==> config.mk <==
export PLATFORM = sky130hd
export DESIGN_NAME = gcode_xyz_word_parser_core
export DESIGN_NICKNAME = d
export VERILOG_FILES = /design/src/hdl/gxwp_pkg.sv /design/src/hdl/gxwp_scan.sv /design/src/hdl/gcode_xyz_word_parser_core.sv
export SDC_FILE = /design/constraint.sdc
export NUM_CORES = 1
export LEC_CHECK = 0
export ABC_AREA = 0
export BUFFER_PORTS_ARGS = -buffer_cell sky130_fd_sc_hd__buf_2
export CORE_AREA = 2 2 213 215
export DETAILED_ROUTE_END_ITERATION = 10
export DIE_AREA = 0 0 215 217
export PLACE_DENSITY = 0.74
export SKIP_LAST_GASP = 1
export SYNTH_ARGS = -nofsm -noshare
export SYNTH_HDL_FRONTEND = slang
export SYNTH_SLANG_ARGS = --single-unit
==> constraint.sdc <==
create_clock -name clk -period 6.3 [get_ports clk]
set_clock_uncertainty 0.15 [all_clocks]
set_input_delay 0.315 -clock clk [delete_from_list [all_inputs] [get_ports clk]]
set_output_delay 0.315 -clock clk [all_outputs]
set_load 0.01 [all_outputs]
==> src/hdl/gxwp_pkg.sv <==
`timescale 1ns / 1ps
package gxwp_pkg;

	localparam int FRAC_DIGITS_DEF = 3;
	localparam int COORD_WIDTH_DEF = 32;

	// Character codes the scanner reacts to
	localparam logic [7:0] CH_G     = 8'h67;
	localparam logic [7:0] CH_X     = 8'h78;
	localparam logic [7:0] CH_Y     = 8'h79;
	localparam logic [7:0] CH_Z     = 8'h7A;
	localparam logic [7:0] CH_NL    = 8'h0A;
	localparam logic [7:0] CH_DOT   = 8'h2E;
	localparam logic [7:0] CH_MINUS = 8'h2D;
	localparam logic [7:0] CH_0     = 8'h30;
	localparam logic [7:0] CH_9     = 8'h39;

	typedef enum logic [1:0] {
		AXIS_X = 2'd0,
		AXIS_Y = 2'd1,
		AXIS_Z = 2'd2
	} axis_t;

	// Per-item control handed from the scanner to the commit pipeline
	typedef struct packed {
		logic  commit;
		logic  emit;
		logic  neg;
		axis_t axis;
	} gxwp_ctrl_t;

	function automatic longint unsigned pow10(input int k);
		longint unsigned r;
		r = 1;
		for (int i = 0; i < k; i++) begin
			r = r * 10;
		end
		return r;
	endfunction

endpackage

==> src/hdl/gxwp_scan.sv <==
`timescale 1ns / 1ps
module gxwp_scan #(
	parameter int FRAC_DIGITS = gxwp_pkg::FRAC_DIGITS_DEF,
	parameter int COORD_WIDTH = gxwp_pkg::COORD_WIDTH_DEF,
	parameter int FDW         = (FRAC_DIGITS > 0) ? $clog2(FRAC_DIGITS + 1) : 1
) (
	input  logic                     clk,
	input  logic                     arst_n,
	input  logic                     go,
	input  logic [7:0]               char_code,
	input  logic                     end_of_file,
	output gxwp_pkg::gxwp_ctrl_t     ctrl,
	output logic [COORD_WIDTH-2:0]   mag,
	output logic [FDW-1:0]           fd
);
	import gxwp_pkg::*;

	localparam int MW = COORD_WIDTH - 1;
	localparam int AW = COORD_WIDTH + 3;

	typedef enum logic [2:0] {
		MODE_IDLE = 3'b001,
		MODE_CODE = 3'b010,
		MODE_NUM  = 3'b100
	} mode_t;

	mode_t          mode_q, mode_d;
	axis_t          axis_q, axis_d;
	logic [MW-1:0]  mag_q, mag_d;
	logic [FDW-1:0] fd_q, fd_d;
	logic           neg_q, neg_d;
	logic           point_q, point_d;
	logic           closed_q, closed_d;
	logic           pend_q, pend_d;
	logic           line_q, line_d;

	logic           digit, numch;
	logic [AW-1:0]  acc;
	logic [MW-1:0]  acc_sat;

	localparam logic [AW-1:0] MAG_MAX = {4'b0, {MW{1'b1}}};

	assign digit = !end_of_file && (char_code >= CH_0) && (char_code <= CH_9);
	assign numch = digit || (!end_of_file && (char_code == CH_DOT || char_code == CH_MINUS));

	// mag*10 + digit, clamped to the largest magnitude
	assign acc = {3'b0, mag_q, 1'b0} + {1'b0, mag_q, 3'b0} + AW'(char_code[3:0]);
	assign acc_sat = (acc > MAG_MAX) ? {MW{1'b1}} : acc[MW-1:0];

	always_comb begin
		logic first;
		first    = !pend_q;
		mode_d   = mode_q;
		axis_d   = axis_q;
		mag_d    = mag_q;
		fd_d     = fd_q;
		neg_d    = neg_q;
		point_d  = point_q;
		closed_d = closed_q;
		pend_d   = pend_q;
		line_d   = line_q;
		ctrl.commit = 1'b0;
		ctrl.emit   = 1'b0;
		ctrl.neg    = neg_q;
		ctrl.axis   = axis_q;

		case (mode_q)
			MODE_CODE: begin
				if (digit) begin
					pend_d = 1'b1;
				end else begin
					mode_d = MODE_IDLE;
				end
			end
			MODE_NUM: begin
				if (numch) begin
					pend_d = 1'b1;
					if (!closed_q) begin
						if (char_code == CH_MINUS) begin
							if (first) begin
								neg_d = 1'b1;
							end else begin
								closed_d = 1'b1;
							end
						end else if (char_code == CH_DOT) begin
							if (point_q) begin
								closed_d = 1'b1;
							end else begin
								point_d = 1'b1;
							end
						end else if (!point_q) begin
							mag_d = acc_sat;
						end else if (fd_q < FDW'(FRAC_DIGITS)) begin
							mag_d = acc_sat;
							fd_d  = fd_q + FDW'(1);
						end
					end
				end else begin
					ctrl.commit = 1'b1;
					mode_d      = MODE_IDLE;
				end
			end
			default: begin
			end
		endcase

		if (end_of_file) begin
			if (pend_d) begin
				pend_d    = 1'b0;
				ctrl.emit = 1'b1;
			end
		end else if (char_code == CH_G) begin
			mode_d = MODE_CODE;
			pend_d = 1'b0;
			line_d = 1'b0;
		end else if (char_code == CH_X || char_code == CH_Y || char_code == CH_Z) begin
			mode_d   = MODE_NUM;
			axis_d   = (char_code == CH_X) ? AXIS_X : (char_code == CH_Y) ? AXIS_Y : AXIS_Z;
			mag_d    = '0;
			fd_d     = '0;
			neg_d    = 1'b0;
			point_d  = 1'b0;
			closed_d = 1'b0;
			pend_d   = 1'b0;
			line_d   = 1'b0;
		end else if (char_code == CH_NL && !line_q) begin
			pend_d    = 1'b0;
			line_d    = 1'b1;
			ctrl.emit = 1'b1;
		end
	end

	assign mag = mag_q;
	assign fd  = fd_q;

	always_ff @(posedge clk or negedge arst_n) begin
		if (!arst_n) begin
			mode_q   <= MODE_IDLE;
			axis_q   <= AXIS_X;
			mag_q    <= '0;
			fd_q     <= '0;
			neg_q    <= 1'b0;
			point_q  <= 1'b0;
			closed_q <= 1'b0;
			pend_q   <= 1'b0;
			line_q   <= 1'b1;
		end else if (go) begin
			mode_q   <= mode_d;
			axis_q   <= axis_d;
			mag_q    <= mag_d;
			fd_q     <= fd_d;
			neg_q    <= neg_d;
			point_q  <= point_d;
			closed_q <= closed_d;
			pend_q   <= pend_d;
			line_q   <= line_d;
		end
	end

endmodule

==> src/hdl/gcode_xyz_word_parser_core.sv <==
`timescale 1ns / 1ps
// A result passes stages 1, 2 and 3 and the output register before m_tdata.
// Throughput: one text byte per cycle unless the output stalls; the scanner state is a loop.
// The output register lets the next byte in while a point waits for m_tready.
// Reset (arst_n low, asynchronous): pipeline empty, scanner idle, x/y/z all zero,
// no word pending; no clearing pass is needed.
module gcode_xyz_word_parser_core #(
	parameter int FRAC_DIGITS = gxwp_pkg::FRAC_DIGITS_DEF,
	parameter int COORD_WIDTH = gxwp_pkg::COORD_WIDTH_DEF,
	parameter int TDW         = ((3 * COORD_WIDTH + 7) / 8) * 8
) (
	input  logic           clk,
	input  logic           arst_n,
	input  logic           s_tvalid,
	output logic           s_tready,
	input  logic [7:0]     s_tdata,   // char_code[7:0]
	input  logic           s_tlast,   // end_of_file
	output logic           m_tvalid,
	input  logic           m_tready,
	output logic [TDW-1:0] m_tdata    // pos_x, pos_y, pos_z (COORD_WIDTH each), zero pad
);
	import gxwp_pkg::*;

	localparam int CW   = COORD_WIDTH;
	localparam int MW   = CW - 1;
	localparam int FDW  = (FRAC_DIGITS > 0) ? $clog2(FRAC_DIGITS + 1) : 1;
	localparam int P10W = $clog2(pow10(FRAC_DIGITS) + 1);
	localparam int PW   = MW + P10W;

	// Stage 1: registered input byte
	logic        v_s1;
	logic [7:0]  char_s1;
	logic        eof_s1;

	// Stage 2: scanner output (commit request and emit flag)
	logic           v_s2;
	gxwp_ctrl_t     ctrl_s2;
	logic [MW-1:0]  mag_s2;
	logic [FDW-1:0] fd_s2;

	// Stage 3: scaled magnitude
	logic           v_s3;
	gxwp_ctrl_t     ctrl_s3;
	logic [PW-1:0]  prod_s3;

	// Axis registers and output register
	logic [CW-1:0]  axis_q [3];
	logic [CW-1:0]  axis_d [3];
	logic           out_vld_q;
	logic [TDW-1:0] out_data_q;

	gxwp_ctrl_t     scan_ctrl;
	logic [MW-1:0]  scan_mag;
	logic [FDW-1:0] scan_fd;

	logic go1, go2, go3, ld2, ld3, out_free;

	// Stall chain: each stage moves when the next one has room.
	// Only an emitting item needs the output register.
	assign out_free = !out_vld_q || m_tready;
	assign go3      = v_s3 && (!ctrl_s3.emit || out_free);
	assign ld3      = !v_s3 || go3;
	assign go2      = v_s2 && ld3;
	assign ld2      = !v_s2 || go2;
	assign go1      = v_s1 && ld2;
	assign s_tready = !v_s1 || go1;

	always_ff @(posedge clk or negedge arst_n) begin
		if (!arst_n) begin
			v_s1 <= 1'b0;
			v_s2 <= 1'b0;
			v_s3 <= 1'b0;
		end else begin
			if (s_tready) begin
				v_s1 <= s_tvalid;
			end
			if (ld2) begin
				v_s2 <= v_s1;
			end
			if (ld3) begin
				v_s3 <= v_s2;
			end
		end
	end

	always_ff @(posedge clk) begin
		if (s_tvalid && s_tready) begin
			char_s1 <= s_tdata;
			eof_s1  <= s_tlast;
		end
	end

	// Scanner: character classification and word state, one byte per cycle while go1 is high
	gxwp_scan #(
		.FRAC_DIGITS(FRAC_DIGITS),
		.COORD_WIDTH(COORD_WIDTH),
		.FDW        (FDW)
	) u_scan (
		.clk        (clk),
		.arst_n     (arst_n),
		.go         (go1),
		.char_code  (char_s1),
		.end_of_file(eof_s1),
		.ctrl       (scan_ctrl),
		.mag        (scan_mag),
		.fd         (scan_fd)
	);

	always_ff @(posedge clk) begin
		if (go1) begin
			ctrl_s2 <= scan_ctrl;
			mag_s2  <= scan_mag;
			fd_s2   <= scan_fd;
		end
	end

	// Scale by 10^(FRAC_DIGITS - fraction digits taken) for missing fraction digits
	logic [P10W-1:0] scale;

	always_comb begin
		scale = '0;
		for (int i = 0; i <= FRAC_DIGITS; i++) begin
			if (fd_s2 == FDW'(i)) begin
				scale = P10W'(pow10(FRAC_DIGITS - i));
			end
		end
	end

	always_ff @(posedge clk) begin
		if (go2) begin
			ctrl_s3 <= ctrl_s2;
			prod_s3 <= PW'(mag_s2) * PW'(scale);
		end
	end

	// Stage 3: clamp, apply sign, write the axis; emit sees the fresh value
	localparam logic [PW-1:0] PROD_MAX = {{P10W{1'b0}}, {MW{1'b1}}};

	logic [MW-1:0] mag_sat;
	logic [CW-1:0] coord;

	assign mag_sat = (prod_s3 > PROD_MAX) ? {MW{1'b1}} : prod_s3[MW-1:0];
	assign coord   = ctrl_s3.neg ? (CW'(0) - {1'b0, mag_sat}) : {1'b0, mag_sat};

	always_comb begin
		axis_d = axis_q;
		if (v_s3 && ctrl_s3.commit) begin
			case (ctrl_s3.axis)
				AXIS_X:  axis_d[0] = coord;
				AXIS_Y:  axis_d[1] = coord;
				AXIS_Z:  axis_d[2] = coord;
				default: begin
				end
			endcase
		end
	end

	always_ff @(posedge clk or negedge arst_n) begin
		if (!arst_n) begin
			for (int i = 0; i < 3; i++) begin
				axis_q[i] <= '0;
			end
			out_vld_q <= 1'b0;
		end else begin
			if (go3) begin
				axis_q <= axis_d;
			end
			if (out_free) begin
				out_vld_q <= go3 && ctrl_s3.emit;
			end
		end
	end

	always_ff @(posedge clk) begin
		if (go3 && ctrl_s3.emit) begin
			out_data_q <= TDW'({axis_d[2], axis_d[1], axis_d[0]});
		end
	end

	assign m_tvalid = out_vld_q;
	assign m_tdata  = out_data_q;

endmodule

# Word level (Yosys, flattened, before mapping)
# Cells that the tools add are included.
# totals
ff_bits,332
out_inout_bits,98
# op_classes
mul,1
n_eq_ne,14
bitwise_logic,2
order_cmp,5
n_reduce_logical,31
add_sub_neg,4
mux,81
# ops
operator,count
31-bit 2-to-1 mux,12
32-bit 2-to-1 mux,4
96-bit 2-to-1 mux,1
"41-bit by 31-bit > comparator with 1-bit output, second input constant",1
31-bit by 10-bit multiplier with 41-bit output,1
1-bit 2-to-1 mux,41
10-bit 2-to-1 mux,4
32-bit by 34-bit adder with 35-bit output,1
35-bit by 4-bit adder with 35-bit output,1
"35-bit by 31-bit > comparator with 1-bit output, second input constant",1
"8-bit by 7-bit == test with 1-bit output, second input constant",4
"1-bit by 31-bit subtractor with 32-bit output, first input constant",1
2-bit 2-to-1 mux,12
"8-bit by 6-bit == test with 1-bit output, second input constant",2
3-bit 2-to-1 mux,5
1-bit logical AND,10
1-bit logical OR,9
"8-bit by 4-bit == test with 1-bit output, second input constant",1
"8-bit by 6-bit greater-or-equal comparator with 1-bit output, second input constant",1
"8-bit by 6-bit less-or-equal comparator with 1-bit output, second input constant",1
1-bit logical NOT,7
"2-bit == test, second input constant",3
3-bit case mux with 2 select lines,1
"2-bit by 1-bit == test with 1-bit output, second input constant",2
10 further kinds,12

# Depth between registers and ports, before layout
# depth
ltp_word,14
mapped_depth,24
depth_no_buf,22

# Hierarchy
# A second synthesis with hierarchy kept.
# hier_totals
cells_unflattened,2503
area_unflattened_um2,24454.7
# by_module_without_submodules
module,n_inst,cells_each,seq_area_each_um2,area_per_inst_um2
gcode_xyz_word_parser_core,1,1948,8177.8,19981.7
gxwp_scan,1,555,1078.5,4473.0

# Least setup slack after synthesis
# No wires, ideal clock.
# synth_timing
path_kind,register -> register
startpoint,reg fd_s2[1]
endpoint,reg prod_s3[38] (data pin)
setup_slack_ns,-0.431
path_stages_with_launch,22
arrival_time_ns,6.423
period_less_slack_ns,6.731
n_path_buf,3
setup_ns,0.158
cell_sequence,edfxtp_1 clkbuf_1 nor2b_1 clkbuf_1 nand2_1 fa_1 fa_1 inv_1 fa_1 fa_1 fa_1 ha_1 clkbuf_1 a21oi_1 o21ai_0 a21o_1 a221o_1 a311oi_1 o31ai_1 o221ai_2 or4b_1 o211ai_1
# synth_between
elab_chain_cells,6
elab_cells_between_ends,9
classes_between,mul: 1; eq/ne: 3; mux: 4; reduce/logical: 1
# synth_lines
item,line_no,text
from (decl),gcode_xyz_word_parser_core.sv:39,logic [FDW-1:0] fd_s2;
from (signal assigned),gcode_xyz_word_parser_core.sv:113,fd_s2 <= scan_fd;
2-bit logical NOT,gcode_xyz_word_parser_core.sv:123,if (fd_s2 == FDW'(i)) begin
10-bit 2-to-1 mux (3 in series),gcode_xyz_word_parser_core.sv:123,
10-bit 2-to-1 mux (*),gcode_xyz_word_parser_core.sv:123,
31-bit by 10-bit multiplier with 41-bit output (*),gcode_xyz_word_parser_core.sv:132,prod_s3 <= PW'(mag_s2) * PW'(scale);
to (signal assigned),gcode_xyz_word_parser_core.sv:132,
to (decl),gcode_xyz_word_parser_core.sv:44,logic [PW-1:0] prod_s3;
# Mark *: on every way between the ends. The rest lies on a longest branch, timed or not.
# A chain may end at the register's enable or synchronous reset.

# Worst setup path after layout
# layout_timing
startpoint,reg fd_s2[1]
endpoint,reg prod_s3[34] (data pin)
# Same word-level chain as after synthesis.

==> impl_metrics.ini <==
[detailed_routing]
drc = 0
viasPerCell = 5.56
ant_nets = 0
wl_met1_mm = 22.8
dr_wl_met2_mm = 25.8
dr_total_vias = 17700
first_pass_iters = 6
route.met3.wl_mm = 2.90
highest_layer = met4
drt_iter0_drc = 1349
drt-total-wl_mm = 53.0
wl_per_cell_um = 16.7

[layout]
finalNonFillerCells = 3184
fin_util_pct = 62.9
fillerInstances = 3493
final_layout_size_suffix_gt1_share_pct = 18.5
fin_nets = 2940
n_antenna_cell = 0
mostFrequentLayoutCell = nand2_1
mostFrequentLayoutCells = 318 x nand2_1, 235 x inv_1, 204 x o21ai_0, 189 x fa_1, 189 x edfxtp_1
syn2layout_area_growth_pct = 16.7

[setup_path]
worstPathMaxFanout = 7
crit_arrival_ps = 6340
critPathSlowestCell = fa_1
rr_worst_depth = 22
start_kind = flip-flop
cpMostUsedCell = fa_1
path_class = flip-flop to flip-flop
crit_required_ps = 6440
crit_chain = buf_6 -> buf_4 -> nor2b_4 -> buf_6 -> nand2_1 -> fa_1 -> fa_1 -> inv_1 -> fa_1 -> fa_1 -> fa_1 -> ha_4 -> a21oi_2 -> o21ai_1 -> a21o_1 -> a221o_1 -> a311oi_4 -> o31ai_4 -> buf_4 -> o21ai_2 -> a21boi_1 -> o311a_1
endpoint_kind = flip-flop
slowest_delay_ps = 580

[yosys]
synth-seq-area-share_pct = 38.4
yosys_most_used_dff = edfxtp_1
synth-warning-count = 0
ys_ff_latch = 332
syn_inst = 2348
netlist_area_mm2 = 0.0241
avgSynthCellArea_um2 = 10.3
ys_types = 72
synth_edf_count = 189
synth_nets = 2731
synthArstFlopShare_pct = 43.1

[floorplanning]
fp.dieW_um = 215
rows = 78
start_util_pct = 53.9
dieArea_mm2 = 0.0467
core_area_mm2 = 0.0447
io_pins = 111
die_h_um = 217

[placed_design]
place_ws_ps = -176
place_hpwl_mm = 40.2
dp_cells = 3088
gp_congestion = 0.929
port_buffers = 110

[timing]
worstMarginPinSlew_ps = 1130
relSlewSlack_pct = 24.2
postLayoutSetupSlackWorst_ps = 101
max_freq_mhz = 161
hold_violations = 0
setup-violations-final = 0
rsz0062_at_grt = yes
final_max_slew_viol_count = 0
layout_min_cycle_time_ps = 6200
timing.final.crit_share_pct = 98.4

[cts]
clk_latency_ps = 550
clock-root-buffer = clkbuf_16
clockBufferDepth = 3
clk_pin_slew_worst_paths_ps = 60
numCtsBuffers = 35
tritoncts = built
h-tree-depth = 2
cts.sinks = 332

[min_path]
holdCritPathClass = primary input to asynchronous set/reset pin

[global_route]
gr-total-overflow = 0
grt_pass1_vias = 17800
antenna_found_initial = 1
grt_pass1_wl_mm = 87.3
gr-usage-all-layers_pct = 22.8
grt_max_degree = 80

[pwr]
ir_drop_uv = 219
p_per_area_mw_per_mm2 = 329
power_leakage_nw = 13.0

[run_status]
status = finished, final reports clean

[flow_run]
maxCapViolations = 0
==> path summary, 6_finish.rpt <==
kind                                               from                endpoint  slack, ps
min in group clk           u_scan.axis_q[1]$_DFFE_PN0P_    ctrl_s2[1]$_DFFE_PP_        300
hold / removal                                   arst_n  axis_q[53]$_DFFE_PN0P_        140
hold reg to reg            u_scan.axis_q[1]$_DFFE_PN0P_    ctrl_s2[1]$_DFFE_PP_        300
max in group asynchronous                        arst_n  axis_q[67]$_DFFE_PN0P_       4400
setup / recovery                     fd_s2[1]$_DFFE_PP_   prod_s3[34]$_DFFE_PP_        100
setup reg to reg                     fd_s2[1]$_DFFE_PP_   prod_s3[34]$_DFFE_PP_        100
==> registers in the layout, summed over array words and instances, names as in the netlist <==
name / cells
m_tvalid: 1
eof_s1: 1
v_s1: 1
v_s3: 1
ctrl_s2: 5
u_scan.closed_q: 1
u_scan.pend_q: 1
u_scan.fd: 2
fd_s2: 2
u_scan.point_q: 1
u_scan.mag: 31
u_scan.neg_q: 1
m_tdata: 96
u_scan.line_q: 1
u_scan.mode_q: 3
axis_q: 96
ctrl_s3: 5
v_s2: 1
u_scan.axis_q: 2
mag_s2: 31
char_s1: 8
prod_s3: 41
==> through the flow <==
| stage | cell area, um^2 | total power, mW | setup TNS [ps] | hold WS [ps] |
|---|---|---|---|---|
| 2_1_floorplan | 24200 | 5.68 | 0 | -131 |
| 3_3_place_gp | 26100 | 6.71 | 0 | 183 |
| 3_5_place_dp | 26100 | 6.85 | -342 | 189 |
| 4_1_cts | 27600 | 8.91 | 0 | 182 |
| 5_1_grt | 28100 | 9.89 | -246 | 230 |
| 6_report | 28100 | 9.23 | 0 | 145 |
==> kinds of logic (layout without fill, tap and decap cells) <==
kind of cell | Yosys count | count (layout) | share of synthesized area (%)
simple gates | 716 | 716 | 14.3
buf+inv | 340 | 576 | 5.31
xor+xnor | 71 | 71 | 2.58
mux | 40 | 40 | 1.86
flops | 332 | 332 | 38.4
fa+ha+maj | 370 | 370 | 25.5
compound gates | 479 | 479 | 12.1
==> area by class of cell <==
class	instances	area (um^2)	share of cell area [%]
clock inverter	16	144	0.512
inverter	244	916	3.26
multi-input combinational	1676	14200	50.4
clock buffer	48	955	3.40
timing repair buffer	268	1910	6.78
tap	600	751	2.67
sequential	332	9260	32.9
==> power breakdown <==
group / internal, mW / total [mW] / switching [mW] / leakage [nW]
sequential: 2.96 / 3.25 / 0.285 / 3.69
combinational: 1.88 / 4.04 / 2.16 / 8.81
clock: 1.12 / 1.95 / 0.833 / 0.537
==> cells in the mapped netlist (all sizes together), types with 13 or more instances <==
cell type / number / area share [%]
nand4: 13 / 0.34
inv: 244 / 3.8
mux2: 39 / 1.8
nand2b: 47 / 1.2
dfrtp: 141 / 15
nand3: 30 / 0.62
xnor2: 51 / 1.9
o21ai: 224 / 4.7
a221oi: 13 / 0.65
ha: 169 / 8.8
clkbuf: 91 / 1.4
nor2: 98 / 1.5
a21oi: 97 / 2.0
a31oi: 16 / 0.42
edfxtp: 189 / 24
and2: 17 / 0.44
a211oi: 18 / 0.58
nand2: 323 / 5.0
a21o: 32 / 1.0
nor2b: 73 / 1.9
xor2: 20 / 0.73
nor3: 24 / 0.54
and3: 40 / 1.0
fa: 201 / 17
or3: 19 / 0.53
==> routing by layer <==
metal | global-route usage [%] | up-vias
met2 | 38.9 | 527
met1 | 30.5 | 8641
met3 | 3.70 | 102
met5 | 0 | -
li1 | - | 8441
met4 | 6.48 | 0
==> critical path, delay by kind of cell, from the launching register on <==
family	cells	cell delay (ps)
flops	1	340
buf+inv	5	650
compound gates	9	1760
fa+ha+maj	6	2800
simple gates	2	230
==> what timing repair did <==
item	CTS	global route
pin swaps	16	75
setup endpoints to repair	6	12
buffers inserted	7	13
resized for setup	25	104
hold buffers	12	0
gates cloned	3	0
endpoints found under the hold margin	75	0
No activity file was read; power rests on OpenSTA's default activity.
